**config.mk**
```make
export PLATFORM = sky130hd
export DESIGN_NAME = pwm_timing_param_calc
export DESIGN_NICKNAME = d
export VERILOG_FILES = /design/src/rtl/ptpc_pkg.sv /design/src/rtl/ptpc_mul.sv /design/src/rtl/ptpc_div.sv /design/src/rtl/pwm_timing_param_calc.sv
export VERILOG_INCLUDE_DIRS = /design/src /design/src/rtl
export SDC_FILE = /design/constraint.sdc
export NUM_CORES = 1
export LEC_CHECK = 0
export BUFFER_PORTS_ARGS = -buffer_cell sky130_fd_sc_hd__buf_2
export CELL_PAD_IN_SITES_DETAIL_PLACEMENT = 0
export CELL_PAD_IN_SITES_GLOBAL_PLACEMENT = 1
export CORE_ASPECT_RATIO = 1.2
export CORE_MARGIN = 3
export CORE_UTILIZATION = 25
export DETAILED_ROUTE_END_ITERATION = 8
export HOLD_SLACK_MARGIN = 0.06
export PLACE_DENSITY = 0.45
export SETUP_SLACK_MARGIN = 0.1
export SYNTH_ARGS = -nofsm -noshare
export SYNTH_HDL_FRONTEND = slang
export SYNTH_SLANG_ARGS = --single-unit
```
**constraint.sdc**
```tcl
create_clock -name clock -period 5.2 [get_ports clock]
set_input_delay 0.26 -clock clock [delete_from_list [all_inputs] [get_ports clock]]
set_output_delay 0.26 -clock clock [all_outputs]
set_load 0.05 [all_outputs]
```
**src/rtl/assert_macros.svh**
```systemverilog
// Assertion helpers shared by the RTL. Define ASSERT_OFF to compile them away.
`ifndef ASSERT_MACROS_SVH
`define ASSERT_MACROS_SVH

`ifndef ASSERT_OFF

// Checks a clocked property; the check is suspended while rst is high.
`define ASSERT_PROP(lbl, clk, rst, prop) \
   lbl: assert property (@(posedge clk) disable iff (rst) prop) \
      else $error("%m: property failed");

// Checks that a condition never holds at a clock edge.
`define ASSERT_NEVER(lbl, clk, rst, expr) \
   lbl: assert property (@(posedge clk) disable iff (rst) !(expr)) \
      else $error("%m: forbidden condition seen");

`else

`define ASSERT_PROP(lbl, clk, rst, prop)
`define ASSERT_NEVER(lbl, clk, rst, expr)

`endif

`endif

```
**src/rtl/ptpc_pkg.sv**
```systemverilog
package ptpc_pkg;

   // Fixed datapath widths.
   localparam int MUL_W  = 32;            // serial multiplier operand width
   localparam int PROD_W = 2 * MUL_W;     // product width
   localparam int DIVD_W = 64;            // divider dividend width
   localparam int DIVR_W = 33;            // divider divisor width
   localparam int CYC_W  = 35;            // 2^64 / 10^9 stays below 2^35
   localparam int CSR_IDX_W = 1;

   // Parameter defaults for the top level.
   localparam int PERIOD_BITS_DEF  = 16;
   localparam int MAX_DIV_CODE_DEF = 7;

   // Constants.
   localparam logic [DIVR_W-1:0] NS_PER_SEC  = 33'd1000000000;
   localparam logic [DIVR_W-1:0] PCT_DIVISOR = 33'd100;
   localparam logic [6:0]        PCT_FULL    = 7'd100;
   localparam logic [63:0]       PRESCALE_LIMIT = 64'd256;
   localparam logic [15:0]       FIELD16_MAX = 16'hffff;

   localparam logic [31:0] CLK_HZ_RESET = 32'd200000000;
   localparam logic [31:0] PERIOD_RESET = 32'd50000;

   // Register indexes.
   localparam logic [CSR_IDX_W-1:0] CSR_CLK_HZ = 1'b0;
   localparam logic [CSR_IDX_W-1:0] CSR_PERIOD = 1'b1;

   // Result status codes.
   localparam logic [1:0] STATUS_OK      = 2'd0;
   localparam logic [1:0] STATUS_BAD_PCT = 2'd1;
   localparam logic [1:0] STATUS_RANGE   = 2'd2;

   // Handshake status of a serial arithmetic unit.
   typedef struct packed {
      logic busy;
      logic done;
   } unit_status_type;

   typedef enum logic [3:0] {
      ST_IDLE,
      ST_CYC_MUL,
      ST_CYC_DIV,
      ST_FIT,
      ST_PRE_DIV,
      ST_PRD_DIV,
      ST_DNS_MUL,
      ST_DNS_DIV,
      ST_DCY_MUL,
      ST_DCY_DIV,
      ST_DUTY_DIV
   } state_type;

endpackage

```
**src/rtl/ptpc_mul.sv**
```systemverilog
module ptpc_mul (
   input  logic                            clock,
   input  logic                            reset,
   input  logic                            go,
   input  logic [ptpc_pkg::MUL_W-1:0]      mcand,
   input  logic [ptpc_pkg::MUL_W-1:0]      mplier,
   output logic [ptpc_pkg::PROD_W-1:0]     prod,
   output ptpc_pkg::unit_status_type       st
);
   import ptpc_pkg::*;

   localparam int CNT_W = $clog2(MUL_W + 1);

   logic [MUL_W-1:0]  mcand_ff, mcand_in;
   logic [PROD_W-1:0] prod_ff, prod_in;
   logic [CNT_W-1:0]  cnt_ff, cnt_in;
   logic              done_ff, done_in;
   logic [MUL_W:0]    sum;

   // Shift-and-add, one multiplier bit per cycle: the low half holds the
   // remaining multiplier bits and the high half the running sum.
   always_comb begin
      sum = {1'b0, prod_ff[PROD_W-1:MUL_W]}
            + (prod_ff[0] ? {1'b0, mcand_ff} : {(MUL_W + 1){1'b0}});
      mcand_in = mcand_ff;
      prod_in  = prod_ff;
      cnt_in   = cnt_ff;
      done_in  = 1'b0;
      if (go) begin
         mcand_in = mcand;
         prod_in  = {{MUL_W{1'b0}}, mplier};
         cnt_in   = CNT_W'(MUL_W);
      end else if (cnt_ff != '0) begin
         prod_in = {sum, prod_ff[MUL_W-1:1]};
         cnt_in  = cnt_ff - CNT_W'(1);
         done_in = (cnt_ff == CNT_W'(1));
      end
   end

   always_ff @(posedge clock) begin
      if (reset) begin
         cnt_ff  <= '0;
         done_ff <= 1'b0;
      end else begin
         cnt_ff  <= cnt_in;
         done_ff <= done_in;
      end
      mcand_ff <= mcand_in;
      prod_ff  <= prod_in;
   end

   assign prod    = prod_ff;
   assign st.busy = (cnt_ff != '0);
   assign st.done = done_ff;

endmodule

```
**src/rtl/ptpc_div.sv**
```systemverilog
module ptpc_div (
   input  logic                            clock,
   input  logic                            reset,
   input  logic                            go,
   input  logic [ptpc_pkg::DIVD_W-1:0]     dividend,
   input  logic [ptpc_pkg::DIVR_W-1:0]     divisor,
   output logic [ptpc_pkg::DIVD_W-1:0]     quo,
   output logic [ptpc_pkg::DIVR_W-1:0]     rem,
   output ptpc_pkg::unit_status_type       st
);
   import ptpc_pkg::*;

   localparam int CNT_W = $clog2(DIVD_W + 1);

   logic [DIVD_W-1:0] q_ff, q_in;
   logic [DIVR_W-1:0] rem_ff, rem_in;
   logic [DIVR_W-1:0] dsor_ff, dsor_in;
   logic [CNT_W-1:0]  cnt_ff, cnt_in;
   logic              done_ff, done_in;
   logic [DIVR_W:0]   shifted;
   logic [DIVR_W:0]   diff;
   logic              fits;

   // Restoring division, one quotient bit per cycle. The dividend shifts out
   // of the top of q_ff while quotient bits shift in at the bottom.
   always_comb begin
      shifted = {rem_ff, q_ff[DIVD_W-1]};
      diff    = shifted - {1'b0, dsor_ff};
      fits    = (shifted >= {1'b0, dsor_ff});
      q_in    = q_ff;
      rem_in  = rem_ff;
      dsor_in = dsor_ff;
      cnt_in  = cnt_ff;
      done_in = 1'b0;
      if (go) begin
         q_in    = dividend;
         rem_in  = '0;
         dsor_in = divisor;
         cnt_in  = CNT_W'(DIVD_W);
      end else if (cnt_ff != '0) begin
         rem_in  = fits ? diff[DIVR_W-1:0] : shifted[DIVR_W-1:0];
         q_in    = {q_ff[DIVD_W-2:0], fits};
         cnt_in  = cnt_ff - CNT_W'(1);
         done_in = (cnt_ff == CNT_W'(1));
      end
   end

   always_ff @(posedge clock) begin
      if (reset) begin
         cnt_ff  <= '0;
         done_ff <= 1'b0;
      end else begin
         cnt_ff  <= cnt_in;
         done_ff <= done_in;
      end
      q_ff    <= q_in;
      rem_ff  <= rem_in;
      dsor_ff <= dsor_in;
   end

   assign quo     = q_ff;
   assign rem     = rem_ff;
   assign st.busy = (cnt_ff != '0);
   assign st.done = done_ff;

endmodule

```
**src/rtl/pwm_timing_param_calc.sv**
```systemverilog
// PWM timing calculator. Pulse req_start with a brightness percent while busy
// is low; the block then derives the divider code, prescale, period count and
// duty count from the configured source clock (register 0, hertz) and PWM
// period (register 1, nanoseconds). Exactly one result comes back per item, on
// the rsp_ ports for a single cycle marked by rsp_valid; it cannot be held
// off, so the receiver must take it in that cycle. For a percent of 100 or
// less the work is six passes through a radix-2 divider with 64 quotient
// bits and three passes through a bit-serial 32-bit multiplier, plus a
// search for the divider code (with the default MAX_DIV_CODE of 7). When
// the period is under one divided clock the period division is skipped. A
// percent above 100 is answered on the next cycle with status 1. For an
// in-range percent busy stays high from acceptance until the cycle the
// result appears, and the register port only takes writes while busy is low.
`include "assert_macros.svh"

module pwm_timing_param_calc #(
   parameter int PERIOD_BITS  = ptpc_pkg::PERIOD_BITS_DEF,
   parameter int MAX_DIV_CODE = ptpc_pkg::MAX_DIV_CODE_DEF
) (
   input  logic                               clock,
   input  logic                               reset,
   // Item request.
   input  logic                               req_start,
   output logic                               busy,
   input  logic [6:0]                         req_percent,
   // Result.
   output logic                               rsp_valid,
   output logic [2:0]                         rsp_div_code,
   output logic [7:0]                         rsp_prescale_code,
   output logic [15:0]                        rsp_period_code,
   output logic [15:0]                        rsp_duty_code,
   output logic                               rsp_duty_zero,
   output logic [1:0]                         rsp_status,
   // Register writes.
   input  logic                               csr_valid,
   output logic                               csr_ready,
   input  logic [ptpc_pkg::CSR_IDX_W-1:0]     csr_index,
   input  logic [31:0]                        csr_wdata
);
   import ptpc_pkg::*;

   localparam int DIV_W = (MAX_DIV_CODE < 1) ? 1 : $clog2(MAX_DIV_CODE + 1);
   localparam logic [DIV_W-1:0] DIV_MAX = DIV_W'(MAX_DIV_CODE);
   // Largest period count and largest scaled period that prescale 256 covers.
   localparam logic [63:0] PMAX  = (64'd1 << PERIOD_BITS) - 64'd1;
   localparam logic [63:0] LIMIT = PMAX << 8;

   state_type state_ff, state_in;

   logic [31:0]      clk_hz_ff, clk_hz_in;
   logic [31:0]      period_ff, period_in;
   logic [6:0]       pct_ff, pct_in;
   logic [CYC_W-1:0] cycles_ff, cycles_in;
   logic [DIV_W-1:0] divc_ff, divc_in;
   logic [8:0]       pre_ff, pre_in;
   logic [15:0]      prd_ff, prd_in;
   logic [31:0]      dns_ff, dns_in;
   logic [CYC_W-1:0] dcyc_ff, dcyc_in;
   logic [1:0]       status_ff, status_in;

   logic             rsp_valid_ff, rsp_valid_in;
   logic [2:0]       rsp_div_code_ff, rsp_div_code_in;
   logic [7:0]       rsp_prescale_ff, rsp_prescale_in;
   logic [15:0]      rsp_period_ff, rsp_period_in;
   logic [15:0]      rsp_duty_ff, rsp_duty_in;
   logic             rsp_zero_ff, rsp_zero_in;
   logic [1:0]       rsp_status_ff, rsp_status_in;

   // Serial unit hookup.
   logic              mul_go;
   logic [MUL_W-1:0]  mul_a, mul_b;
   logic [PROD_W-1:0] mul_prod;
   unit_status_type   mul_st;
   logic              div_go;
   logic [DIVD_W-1:0] div_n;
   logic [DIVR_W-1:0] div_d;
   logic [DIVD_W-1:0] div_quo;
   logic [DIVR_W-1:0] div_rem;
   unit_status_type   div_st;

   // Datapath helpers.
   logic [5:0]        shamt;
   logic [63:0]       scaled;
   logic [63:0]       pre_raw, pre_clip;
   logic [63:0]       prd_raw, prd_clip;
   logic [15:0]       divc_wide;
   logic [8:0]        pre_m1;

   ptpc_mul u_mul (
      .clock  (clock),
      .reset  (reset),
      .go     (mul_go),
      .mcand  (mul_a),
      .mplier (mul_b),
      .prod   (mul_prod),
      .st     (mul_st)
   );

   ptpc_div u_div (
      .clock    (clock),
      .reset    (reset),
      .go       (div_go),
      .dividend (div_n),
      .divisor  (div_d),
      .quo      (div_quo),
      .rem      (div_rem),
      .st       (div_st)
   );

   // The clock is divided by two to the power (code + 1).
   assign shamt     = 6'(divc_ff) + 6'd1;
   assign scaled    = 64'(cycles_ff) >> shamt;
   assign divc_wide = 16'(divc_ff);
   assign pre_m1    = pre_ff - 9'd1;

   // Prescale is the ceiling of scaled / PMAX, clamped to 256.
   assign pre_raw  = div_quo + 64'(div_rem != '0);
   assign pre_clip = (pre_raw > PRESCALE_LIMIT) ? PRESCALE_LIMIT : pre_raw;
   // Period count is scaled / prescale minus one, floored at zero and capped at PMAX.
   assign prd_raw  = (div_quo == 64'd0) ? 64'd0 : div_quo - 64'd1;
   assign prd_clip = (prd_raw > PMAX) ? PMAX : prd_raw;

   always_comb begin
      state_in  = state_ff;
      clk_hz_in = clk_hz_ff;
      period_in = period_ff;
      pct_in    = pct_ff;
      cycles_in = cycles_ff;
      divc_in   = divc_ff;
      pre_in    = pre_ff;
      prd_in    = prd_ff;
      dns_in    = dns_ff;
      dcyc_in   = dcyc_ff;
      status_in = status_ff;

      rsp_valid_in    = 1'b0;
      rsp_div_code_in = rsp_div_code_ff;
      rsp_prescale_in = rsp_prescale_ff;
      rsp_period_in   = rsp_period_ff;
      rsp_duty_in     = rsp_duty_ff;
      rsp_zero_in     = rsp_zero_ff;
      rsp_status_in   = rsp_status_ff;

      mul_go = 1'b0;
      mul_a  = clk_hz_ff;
      mul_b  = period_ff;
      div_go = 1'b0;
      div_n  = '0;
      div_d  = NS_PER_SEC;

      // Register writes are only taken while no item is in flight.
      if (csr_valid && csr_ready) begin
         case (csr_index)
            CSR_CLK_HZ: clk_hz_in = csr_wdata;
            CSR_PERIOD: period_in = csr_wdata;
            default: ;
         endcase
      end

      case (state_ff)
         ST_IDLE: begin
            if (req_start) begin
               pct_in    = req_percent;
               divc_in   = '0;
               status_in = STATUS_OK;
               if (req_percent > PCT_FULL) begin
                  // Rejected request: every other field reads zero.
                  rsp_valid_in    = 1'b1;
                  rsp_div_code_in = 3'd0;
                  rsp_prescale_in = 8'd0;
                  rsp_period_in   = 16'd0;
                  rsp_duty_in     = 16'd0;
                  rsp_zero_in     = 1'b0;
                  rsp_status_in   = STATUS_BAD_PCT;
               end else begin
                  // Source clock cycles in one period: clock * period / 10^9.
                  mul_go   = 1'b1;
                  state_in = ST_CYC_MUL;
               end
            end
         end
         ST_CYC_MUL: begin
            if (mul_st.done) begin
               div_go   = 1'b1;
               div_n    = mul_prod;
               div_d    = NS_PER_SEC;
               state_in = ST_CYC_DIV;
            end
         end
         ST_CYC_DIV: begin
            if (div_st.done) begin
               cycles_in = div_quo[CYC_W-1:0];
               state_in  = ST_FIT;
            end
         end
         ST_FIT: begin
            // Try one divider code per cycle, smallest first. If none fits,
            // the largest code is kept and the item is flagged out of range.
            if (scaled <= LIMIT || divc_ff == DIV_MAX) begin
               if (scaled > LIMIT) begin
                  status_in = STATUS_RANGE;
               end
               div_go   = 1'b1;
               div_n    = scaled;
               div_d    = DIVR_W'(PMAX);
               state_in = ST_PRE_DIV;
            end else begin
               divc_in = divc_ff + DIV_W'(1);
            end
         end
         ST_PRE_DIV: begin
            if (div_st.done) begin
               if (pre_raw == 64'd0) begin
                  // Period under one divided clock: prescale 1, count zero.
                  pre_in    = 9'd1;
                  prd_in    = 16'd0;
                  status_in = STATUS_RANGE;
                  mul_go    = 1'b1;
                  mul_a     = period_ff;
                  mul_b     = 32'(pct_ff);
                  state_in  = ST_DNS_MUL;
               end else begin
                  pre_in   = pre_clip[8:0];
                  div_go   = 1'b1;
                  div_n    = scaled;
                  div_d    = DIVR_W'(pre_clip[8:0]);
                  state_in = ST_PRD_DIV;
               end
            end
         end
         ST_PRD_DIV: begin
            if (div_st.done) begin
               prd_in   = prd_clip[15:0];
               mul_go   = 1'b1;
               mul_a    = period_ff;
               mul_b    = 32'(pct_ff);
               state_in = ST_DNS_MUL;
            end
         end
         ST_DNS_MUL: begin
            if (mul_st.done) begin
               div_go   = 1'b1;
               div_n    = mul_prod;
               div_d    = PCT_DIVISOR;
               state_in = ST_DNS_DIV;
            end
         end
         ST_DNS_DIV: begin
            if (div_st.done) begin
               // Duty time never exceeds the period, so it fits 32 bits.
               dns_in   = div_quo[31:0];
               mul_go   = 1'b1;
               mul_a    = clk_hz_ff;
               mul_b    = div_quo[31:0];
               state_in = ST_DCY_MUL;
            end
         end
         ST_DCY_MUL: begin
            if (mul_st.done) begin
               div_go   = 1'b1;
               div_n    = mul_prod;
               div_d    = NS_PER_SEC;
               state_in = ST_DCY_DIV;
            end
         end
         ST_DCY_DIV: begin
            if (div_st.done) begin
               dcyc_in  = div_quo[CYC_W-1:0];
               div_go   = 1'b1;
               div_n    = 64'(div_quo[CYC_W-1:0]) >> shamt;
               div_d    = DIVR_W'(pre_ff);
               state_in = ST_DUTY_DIV;
            end
         end
         ST_DUTY_DIV: begin
            if (div_st.done) begin
               rsp_valid_in    = 1'b1;
               rsp_div_code_in = divc_wide[2:0];
               rsp_prescale_in = pre_m1[7:0];
               rsp_period_in   = prd_ff;
               rsp_duty_in     = (div_quo > 64'(FIELD16_MAX)) ? FIELD16_MAX
                                                             : div_quo[15:0];
               rsp_zero_in     = (div_quo == 64'd0);
               rsp_status_in   = status_ff;
               state_in        = ST_IDLE;
            end
         end
         default: begin
            state_in = ST_IDLE;
         end
      endcase
   end

   always_ff @(posedge clock) begin
      if (reset) begin
         state_ff     <= ST_IDLE;
         clk_hz_ff    <= CLK_HZ_RESET;
         period_ff    <= PERIOD_RESET;
         rsp_valid_ff <= 1'b0;
      end else begin
         state_ff     <= state_in;
         clk_hz_ff    <= clk_hz_in;
         period_ff    <= period_in;
         rsp_valid_ff <= rsp_valid_in;
      end
      pct_ff          <= pct_in;
      cycles_ff       <= cycles_in;
      divc_ff         <= divc_in;
      pre_ff          <= pre_in;
      prd_ff          <= prd_in;
      dns_ff          <= dns_in;
      dcyc_ff         <= dcyc_in;
      status_ff       <= status_in;
      rsp_div_code_ff <= rsp_div_code_in;
      rsp_prescale_ff <= rsp_prescale_in;
      rsp_period_ff   <= rsp_period_in;
      rsp_duty_ff     <= rsp_duty_in;
      rsp_zero_ff     <= rsp_zero_in;
      rsp_status_ff   <= rsp_status_in;
   end

   assign busy              = (state_ff != ST_IDLE);
   assign csr_ready         = (state_ff == ST_IDLE);
   assign rsp_valid         = rsp_valid_ff;
   assign rsp_div_code      = rsp_div_code_ff;
   assign rsp_prescale_code = rsp_prescale_ff;
   assign rsp_period_code   = rsp_period_ff;
   assign rsp_duty_code     = rsp_duty_ff;
   assign rsp_duty_zero     = rsp_zero_ff;
   assign rsp_status        = rsp_status_ff;

   // A result only appears once the sequencer is back to idle.
   `ASSERT_NEVER(a_rsp_idle, clock, reset, rsp_valid && busy)
   // An accepted in-range request starts the sequence.
   `ASSERT_PROP(a_accept_busy, clock, reset,
      req_start && !busy && (req_percent <= PCT_FULL) |=> busy)
   // The sequencer never runs the multiplier and the divider together.
   `ASSERT_NEVER(a_units_exclusive, clock, reset, mul_st.busy && div_st.busy)
   // A rejected request reports a zero duty count, a clear zero duty flag and a zero prescale code.
   `ASSERT_PROP(a_bad_pct_zero, clock, reset,
      rsp_valid && (rsp_status == STATUS_BAD_PCT) |-> (rsp_duty_code == 16'd0)
      && !rsp_duty_zero && (rsp_prescale_code == 8'd0))
   // A zero duty flag always comes with a zero duty count.
   `ASSERT_PROP(a_zero_flag, clock, reset,
      rsp_valid && rsp_duty_zero |-> (rsp_duty_code == 16'd0))

endmodule

```
==> impl_metrics.tcl, run 1 <==
set metrics [dict create \
    status "completed" \
    finalSetupViolations 0 \
    cts_made_buffers 52 \
    routabilityCongestion 0.8523 \
    holdCritStartpoint "csr_index" \
    clkSinkCount 405 \
    grtUsageTotal_pct 18.27 \
    min_period_ns 4.851 \
    power_density_nw_per_um2 607.1 \
    syn-instance-count 2715 \
    pre_cts_slack_ns -0.2540 \
    reg2reg_depth 15 \
    hold_viol 0 \
    cp_cell_sequence "inv_1 > ha_1 > fa_1 > nor2b_1 > o31a_1 > o21ai_0 > and4b_1 > a2111oi_0 > buf_4 > o31a_1 > o21ai_1 > o311a_1 > a2111oi_0 > xnor2_1 > a211oi_1" \
    holdPathStages 4 \
    clockPowerShare_pct 20.6 \
    htree_levels 2 \
    dieHeight_um 353.6 \
    ioPinCount 93 \
    worst_pin_slew_ns 0.9446 \
    dieArea_um2 104500 \
    path_depth 15 \
    synth_cell_types 85 \
    max_cap_violations 0 \
    ys_seq_elements 405 \
    dp_cells 4064 \
    cts_tree "yes" \
    wl_per_cell_um 23.13 \
    cp_slowest_cell "edfxtp_1" \
    skew_ns 0.05093 \
    dieWidth_um 295.7 \
    rsz0062_at_grt "false" \
    antenna_found_initial 1 \
    design_area_um2 30270 \
    initial_core_util_pct 25.38 \
    comb_power_share_pct 48.0 \
    totalWireLength_um 97170 \
    io_buffers 92 \
    vias 21781 \
    maxSlewViolCount 0 \
    critPathTopFamily "compound AO/OA/AOI/OAI gates" \
    core_area_um2 99160 \
    place_area_um2 28000 \
    finalNonFillerCells 4201 \
    peakVddDrop_mv 0.3240 \
    switching_share_pct 43.46 \
    cp-start-kind "flip-flop" \
    drc 0 \
    async_flop_share_pct 0 \
    setup_ws_ns 0.3493 \
    cp.buffers_inverters 2 \
    drtIter0Drc 1448 \
    diodes 0 \
    vias_per_cell 5.185 \
    grt_pass1_vias 21807 \
    period_share_pct 93.28 \
    syn-num-nets 2828 \
    slew_headroom_pct 37.02 \
    internal_power_mw 10.39 \
    layout_common_cells "323 x nand2_1, 284 x nor2_1, 256 x edfxtp_1" \
    rows 126 \
    cts_root_buf "clkbuf_16" \
    drive_above_1_share_pct 16.74 \
    startpoint "u_div.quo[63]" \
    syn_area_um2 25170 \
    hold_slack_ns 0.1549 \
    crit_path_max_incr_delay_ns 0.59 \
    overflow 0 \
    n_fill_cell 10333 \
    synth_warnings 0 \
    utilization_pct 30.53 \
    seqPwrFrac_pct 31.4 \
    hold_class "in2reg" \
    cts_buffer_depth 3 \
    clock_latency_ns 0.63 \
    synth-edff-count 256 \
    syn_to_final_growth_pct 20.27 \
    crit_required_ns 5.72 \
    leakage_nw 11.19 \
    grt_max_degree 68 \
    final_nets 2992 \
    arrival_ns 5.37 \
    switching_power_mw 7.987 \
    critPathKind "reg2reg" \
    fmax_mhz 206.2 \
    clkTransAtPathRegs_ns 0.06 \
    cp_max_fo 11 \
    postSynthAreaPerCell_um2 9.270 \
    drtPass1Iterations 7 \
    cp-end-kind "flip-flop" \
    drtAntennaViolNets 0 \
    r2r_start "u_div.quo[63]" \
    synth_ff_type "edfxtp_1" \
    seq_area_frac_synth_pct 42.39 \
    layout_commonest_cell "nand2_1" \
    dp_hpwl_um 73550 \
    grt_pass1_wl_um 145800 \
]
[power by group through the flow]
stage	clock network (mW)	logic, mW	registers (mW)
floorplan	0	5.90	5.37
global placement	0	8.80	5.85
detailed placement	0	8.81	5.86
CTS	3.90	8.89	5.80
global route	4.02	9.73	5.89
finish	3.78	8.82	5.78
[flip-flops by register name, summed over array words and instances (netlist names), 2 cells and up]
register	flops
u_div.quo	64
u_mul.prod	64
cycles_ff	34
u_div.rem	33
clk_hz_ff	32
period_ff	32
u_mul.mcand_ff	32
prd_ff	16
rsp_duty_code	16
rsp_period_code	16
u_div.dsor_ff	12
pre_ff	9
rsp_prescale_code	8
pct_ff	7
u_div.cnt_ff	7
u_mul.cnt_ff	6
state_ff	4
divc_ff	3
rsp_div_code	3
rsp_status	2
[logic make-up after synthesis]
family          Yosys count  share of synthesized area [%]
buf+inv                 258                          4.121
mux                     158                          8.963
flops                   405                          42.39
xor+xnor                109                          3.793
compound gates          635                          16.43
fa+ha+maj                69                          3.490
simple gates           1081                          20.80
[synthesized netlist by cell type, types with 6 or more instances]
master / count / area (µm²)
a31oi_1: 16 / 100.1
buf_1: 17 / 63.81
a21o_1: 24 / 180.2
mux2_2: 39 / 439.2
nand3_1: 73 / 365.4
mux4_2: 50 / 1126
edfxtp_1: 256 / 7687
a221oi_1: 9 / 78.83
o21ai_1: 13 / 65.06
ha_1: 67 / 838.3
o211ai_1: 33 / 247.7
nand3b_1: 27 / 202.7
and4_1: 7 / 61.31
buf_2: 34 / 170.2
xnor2_1: 66 / 578.1
a22o_1: 29 / 254.0
a21oi_1: 231 / 1156
clkbuf_1: 141 / 529.3
inv_1: 56 / 210.2
nor4_1: 39 / 244.0
and2_1: 71 / 444.2
mux2i_1: 69 / 690.7
xor2_1: 43 / 376.6
nor2_1: 286 / 1074
or3_1: 22 / 137.6
dfxtp_1: 149 / 2983
o22ai_1: 9 / 56.30
o31ai_1: 12 / 90.09
a2bb2oi_1: 20 / 175.2
a211oi_1: 44 / 330.3
nor2b_1: 24 / 150.1
nand2_1: 324 / 1216
or4_1: 11 / 82.58
a221o_1: 6 / 60.06
o21ai_0: 83 / 415.4
o21a_1: 18 / 135.1
nor3_1: 74 / 370.4
o21bai_1: 8 / 60.06
a2111oi_0: 19 / 166.4
or2_2: 8 / 50.05
o31a_1: 7 / 61.31
and3_1: 18 / 112.6
nand2b_1: 17 / 106.4
nand4_1: 53 / 331.6
[path summary, 6_finish.rpt]
kind / end / slack (ns)
min reg2reg: clk_hz_ff[28] / 0.45
max: u_div.rem[22] / 0.35
max reg2reg: u_div.rem[22] / 0.35
min: clk_hz_ff[18] / 0.15
[metrics by stage]
| stage | power (mW) | setup TNS (ns) |
|---|---|---|
| 2_1_floorplan | 11.27 | 0 |
| 3_3_place_gp | 14.65 | -11.18 |
| 3_5_place_dp | 14.67 | -25.81 |
| 4_1_cts | 18.59 | 0 |
| 5_1_grt | 19.64 | 0 |
| 6_report | 18.38 | 0 |
[per-layer routing]
layer	global-route usage [%]	vias to the layer above	wire, µm
met3	1.612	127	2940
met4	4.679	0	2646
met5	0	-	0
li1	-	10374	-
met1	23.09	10818	41800
met2	33.14	462	49790
[worst min-delay path: stages]
cell and delay, ns:
buf_2 0.13, nor2_4 0.17, nand2_1 0.11, a21oi_1 0.05
[what timing repair did]
item / CTS / global route
setup endpoints to repair: 366 / 336
hold buffers: 39 / 0
hold endpoints to repair: 71 / 0
buffers inserted: 2 / 0
pin swaps: 2 / 2
gates cloned: 0 / 0
resized for setup: 6 / 10
[final cells by class]
type	instances	area, µm²	share of cell area [%]
Inverter	60	225.2	0.7440
Sequential cell	405	10670	35.25
Multi-Input combinational cell	2052	13590	44.88
Clock buffer	71	1485	4.906
Clock inverter	25	306.5	1.013
Timing Repair Buffer	308	2395	7.911
Tap cell	1280	1602	5.291
No activity file was read; power rests on OpenSTA's default activity.
==> run 2: changes to the inputs <==
--- a/config.mk
+++ b/config.mk
@@ -7,6 +7,7 @@
 export NUM_CORES = 1
 export LEC_CHECK = 0
 export BUFFER_PORTS_ARGS = -buffer_cell sky130_fd_sc_hd__buf_2
+export CAP_MARGIN = 40
 export CELL_PAD_IN_SITES_DETAIL_PLACEMENT = 0
 export CELL_PAD_IN_SITES_GLOBAL_PLACEMENT = 1
 export CORE_ASPECT_RATIO = 1.2
@@ -15,6 +16,7 @@
 export DETAILED_ROUTE_END_ITERATION = 8
 export HOLD_SLACK_MARGIN = 0.06
 export PLACE_DENSITY = 0.45
+export RECOVER_POWER = 25
 export SETUP_SLACK_MARGIN = 0.1
 export SYNTH_ARGS = -nofsm -noshare
 export SYNTH_HDL_FRONTEND = slang
==> impl_metrics.tcl, run 2 (synthesis results as in run 1) <==
set metrics [dict create \
    status "finished with violations" \
    violations "max-capacitance violations, max-slew violations" \
    grt_pass1_wl_um 145500 \
    dieWidth_um 295.7 \
    r2r_start "u_div.quo[12]" \
    layout_commonest_cell "nand2_1" \
    worst_pin_slew_ns 2.284 \
    dieArea_um2 104500 \
    holdPathStages 2 \
    rows 126 \
    clockPowerShare_pct 19.9 \
    seqPwrFrac_pct 31.8 \
    power_density_nw_per_um2 602.3 \
    n_fill_cell 10348 \
    internal_power_mw 10.20 \
    diodes 0 \
    tns_ns 0 \
    clkTransAtPathRegs_ns 0.06 \
    ff2ff_setup_slack_ns 0.27 \
    fmax_mhz 202.6 \
    skew_ns 0.06508 \
    hold_slack_ns 0.1115 \
    antenna_found_initial 4 \
    maxSlewViolCount 65 \
    switching_share_pct 43.84 \
    cp-start-kind "flip-flop" \
    initial_core_util_pct 25.38 \
    finalNonFillerCells 4211 \
    drc 0 \
    seq_area_um2 10670 \
    grtUsageTotal_pct 18.22 \
    worst_hold_path.endpoint "u_mul.cnt_ff[5]" \
    routabilityCongestion 0.8523 \
    crit_required_ns 5.64 \
    reg2reg_depth 16 \
    comb_power_share_pct 48.2 \
    htree_levels 2 \
    ioPinCount 93 \
    dp_hpwl_um 73860 \
    wl_per_cell_um 23.13 \
    r2r_end "u_div.quo[13]" \
    final_nets 3002 \
    clock_latency_ns 0.63 \
    highest_layer "met4" \
    arrival_ns 5.37 \
    drtPass1Iterations 5 \
    dieHeight_um 353.6 \
    period_share_pct 94.90 \
    rsz0062_at_grt "false" \
    hold_viol 0 \
    drtAntennaViolNets 0 \
    dp_cells 4069 \
    min_period_ns 4.935 \
    critPathKind "reg2reg" \
    layout_common_cells "323 x nand2_1, 285 x nor2_1, 256 x edfxtp_1" \
    syn_to_final_growth_pct 19.81 \
    max_cap_violations 2 \
    grt_max_degree 68 \
    drtIter0Drc 1627 \
    leakage_nw 10.93 \
    hold_class "in2reg" \
    overflow 0 \
    dr_wl_met3_um 3341 \
    totalWireLength_um 97410 \
    clkSinkCount 405 \
    wl_met1_um 41940 \
    io_buffers 92 \
    utilization_pct 30.41 \
    finalSetupViolations 0 \
    vias_per_cell 5.184 \
    cts_tree "yes" \
    peakVddDrop_mv 0.2991 \
    multi_input_area_um2 13590 \
    wl_met2_um 49960 \
    cp-end-kind "flip-flop" \
    holdCritStartpoint "reset" \
    grt_pass1_vias 21899 \
    cts_buffer_depth 3 \
    cts_made_buffers 51 \
    cp_max_fo 19 \
    drive_above_1_share_pct 13.68 \
    core_area_um2 99160 \
    switching_power_mw 7.962 \
    vias 21830 \
    cts_root_buf "clkbuf_16" \
    slew_headroom_pct -52.24 \
]
==> run 2: cell types whose count changed in the layout (fill, tap and decap cells not counted), sizes merged <==
cell         before  now
clkbuf           71  163
buf             269  187
dlygate4sd3      39   43
bufinv            5    3
clkinv           20   18
==> run 2: timing repair <==
item | in CTS | in global routing
endpoints found under the setup margin | 339 | 329
buffers inserted | 4 | 0
resized for setup | 4 | 17
hold buffers | 43 | 0
gates cloned | 0 | 0
endpoints found under the hold margin | 71 | 0
pin swaps | 2 | 2
==> run 2: power groups by stage <==
stage	Clock, mW	Sequential, mW	Combinational, mW
2_1_floorplan	0	5.37	5.90
3_3_place_gp	0	5.85	8.80
3_5_place_dp	0	5.86	8.85
4_1_cts	3.74	5.80	8.93
5_1_grt	3.87	5.90	9.64
6_report	3.62	5.78	8.76
==> run 2: layer usage <==
metal / track usage [%] / up-vias
li1: - / 10414
met1: 22.92 / 10809
met2: 33.36 / 498
met3: 1.838 / 109
met4: 3.924 / 0
met5: 0 / -
==> run 2: worst max-delay path by stage <==
stage	cells past startpoint	end	start	slack, ns
6_report	16	u_div.quo[13]	u_div.quo[12]	0.27
5_1_grt	20	u_mul.mcand_ff[19]	u_div.rem[31]	0.10
4_1_cts	20	u_mul.prod[16]	u_div.rem[20]	0.12
3_5_place_dp	20	u_div.quo[33]	u_div.rem[20]	-0.15
3_3_place_gp	21	u_div.rem[9]	u_div.rem[20]	-0.19
2_1_floorplan	19	u_div.quo[0]	u_div.rem[20]	0.18
==> run 2: area by class of cell <==
| type | count | area share [%] |
|---|---|---|
| timing repair buffer | 319 | 7.772 |
| clock buffer | 74 | 4.929 |
| multi-input combinational | 2052 | 45.08 |
| inverter | 60 | 0.7469 |
| sequential | 405 | 35.39 |
| tap | 1280 | 5.311 |
| clock inverter | 21 | 0.7676 |
==> run 2: metrics by stage <==
| step | worst slack (ns) | area (µm²) | total power, mW |
|---|---|---|---|
| floorplan | 0.1790 | 25170 | 11.27 |
| detailed placement | -0.1481 | 28110 | 14.72 |
| global route | 0.1028 | 30150 | 19.42 |
| global placement | -0.1933 | 28000 | 14.65 |
| CTS | 0.1174 | 30310 | 18.47 |
| finish | 0.2651 | 30150 | 18.16 |
==> run 2: critical path, cell delays in order, from the launching register on <==
cell	delay, ns
edfxtp_1	0.35
clkbuf_1	0.98
and3_1	0.34
nand4_1	0.24
or4_4	0.61
buf_4	0.17
nor3_1	0.14
a21oi_1	0.11
nor4_1	0.31
buf_4	0.17
and4_4	0.29
nand2_4	0.10
a21oi_4	0.25
buf_4	0.19
buf_4	0.21
nand3_1	0.10
o211ai_1	0.17
==> run 3: changes to the inputs <==
--- a/config.mk
+++ b/config.mk
@@ -12,11 +12,12 @@
 export CELL_PAD_IN_SITES_GLOBAL_PLACEMENT = 1
 export CORE_ASPECT_RATIO = 1.2
 export CORE_MARGIN = 3
-export CORE_UTILIZATION = 25
+export CORE_UTILIZATION = 45
 export DETAILED_ROUTE_END_ITERATION = 8
 export HOLD_SLACK_MARGIN = 0.06
-export PLACE_DENSITY = 0.45
+export PLACE_DENSITY = 0.75
 export RECOVER_POWER = 25
+export REMOVE_ABC_BUFFERS = 1
 export SETUP_SLACK_MARGIN = 0.1
 export SYNTH_ARGS = -nofsm -noshare
 export SYNTH_HDL_FRONTEND = slang
==> impl_metrics.tcl, run 3 (synthesis results as in run 1) <==
set metrics [dict create \
    vias 21997 \
    initial_core_util_pct 45.73 \
    crit_required_ns 5.61 \
    htree_levels 2 \
    pre_cts_slack_ns 0.1114 \
    critPathKind "reg2reg" \
    rsz0062_at_grt "false" \
    grt_max_degree 87 \
    finalSetupViolations 0 \
    clkTransAtPathRegs_ns 0.07 \
    diodes 0 \
    io_buffers 92 \
    rows 94 \
    hold_class "in2reg" \
    vias_per_cell 6.144 \
    layout_common_cells "323 x nand2_1, 284 x nor2_1, 256 x edfxtp_1" \
    startpoint "u_div.rem[15]" \
    grt_pass1_wl_um 123800 \
    clock_latency_ns 0.61 \
    cp.buffers_inverters 2 \
    layout_commonest_cell "nand2_1" \
    cp_max_fo 12 \
    period_share_pct 93.56 \
    critPathTopFamily "simple AND/OR/NAND/NOR gates" \
    maxSlewViolCount 68 \
    cp-start-kind "flip-flop" \
    hold_slack_ns 0.2215 \
    clkSinkCount 405 \
    routabilityCongestion 0.9183 \
    syn_to_final_growth_pct 14.12 \
    peakVddDrop_mv 0.2922 \
    cp-end-kind "flip-flop" \
    drtIter0Drc 2219 \
    cp_slowest_cell "or4_4" \
    fmax_mhz 205.5 \
    ioPinCount 93 \
    violations "max-capacitance violations, max-slew violations" \
    finalNonFillerCells 3580 \
    r2r_start "u_div.rem[15]" \
    dp_cells 3450 \
    crit_path_max_incr_delay_ns 0.61 \
    worst_pin_slew_ns 2.074 \
    antenna_found_initial 0 \
    wl_per_cell_um 22.41 \
    slew_headroom_pct -38.24 \
    grtUsageTotal_pct 26.41 \
    skew_ns 0.03663 \
    leakage_nw 10.51 \
    dp_hpwl_um 57890 \
    grt_pass1_vias 21037 \
    drive_above_1_share_pct 11.61 \
    power_density_nw_per_um2 604.5 \
    hold_viol 0 \
    drtAntennaViolNets 0 \
    tns_ns 0 \
    setup_ws_ns 0.3347 \
    cts_root_buf "clkbuf_16" \
    arrival_ns 5.28 \
    cts_buffer_depth 3 \
    dieArea_um2 58820 \
    drtPass1Iterations 5 \
    holdCritStartpoint "csr_valid" \
    cp_cell_sequence "nor4_1 > nand4_1 > ha_1 > ha_1 > nand3_1 > or3_1 > or4_4 > or3_1 > o32a_1 > a21oi_1 > and4_2 > nand2_4 > a21oi_4 > buf_4 > buf_4 > nand3_1 > o211ai_1" \
    final_nets 2936 \
    min_period_ns 4.865 \
    cts_made_buffers 45 \
    core_area_um2 55040 \
    dieHeight_um 265.1 \
    dieWidth_um 221.9 \
    drc 0 \
    status "finished with violations" \
    totalWireLength_um 80240 \
    p_total_mw 17.36 \
    cts_tree "yes" \
    max_cap_violations 2 \
    overflow 0 \
]
## run 3: where the power goes
part / internal [mW] / switching, mW / leakage, nW
sequential: 4.69 / 1.10 / 3.61
clock: 2.04 / 1.41 / 0.767
combinational: 3.13 / 5.00 / 6.12
## run 3: cell type report
| cell class | count | area, µm² |
|---|---|---|
| Fill cell | 5090 | 26320 |
| Multi-Input combinational cell | 2052 | 13550 |
| Sequential cell | 405 | 10670 |
| Timing Repair Buffer | 259 | 1784 |
| Clock buffer | 59 | 1229 |
| Tap cell | 720 | 900.9 |
| Clock inverter | 25 | 366.6 |
| Inverter | 60 | 225.2 |
## run 3: worst min-delay path: stages
cell and delay (ns):
buf_2 0.11, and3_1 0.23, nand2_1 0.10, a21oi_1 0.05
## run 3: repair_timing
item                                   4_1_cts  5_1_grt
hold buffers                                41        0
endpoints found under the hold margin       72        0
resized for setup                            0        8
setup buffers                                0        5
setup endpoints to repair                    0      367
## run 3: layer usage
layer	track usage, %	routed length (µm)	vias to the layer above	share of wire [%]
li1	-	-	10254	-
met1	34.83	33390	10690	42
met2	44.18	38450	881	48
met3	3.830	5119	172	6.4
met4	10.40	3284	0	4.1
met5	0	0	-	0
## run 3: final timing paths
check	to	slack (ns)	cells after the start
setup reg to reg	u_div.quo[13]	0.33	17
hold reg to reg	clk_hz_ff[30]	0.45	2
setup / recovery	u_div.quo[13]	0.33	17
hold / removal	period_ff[30]	0.22	4
## run 3: per-stage QoR
step	instance area (µm²)	utilization, %
5_1_grt	28720	52.18
3_3_place_gp	26760	48.62
6_report	28720	52.18
3_5_place_dp	26840	48.76
4_1_cts	28850	52.41
2_1_floorplan	24360	-
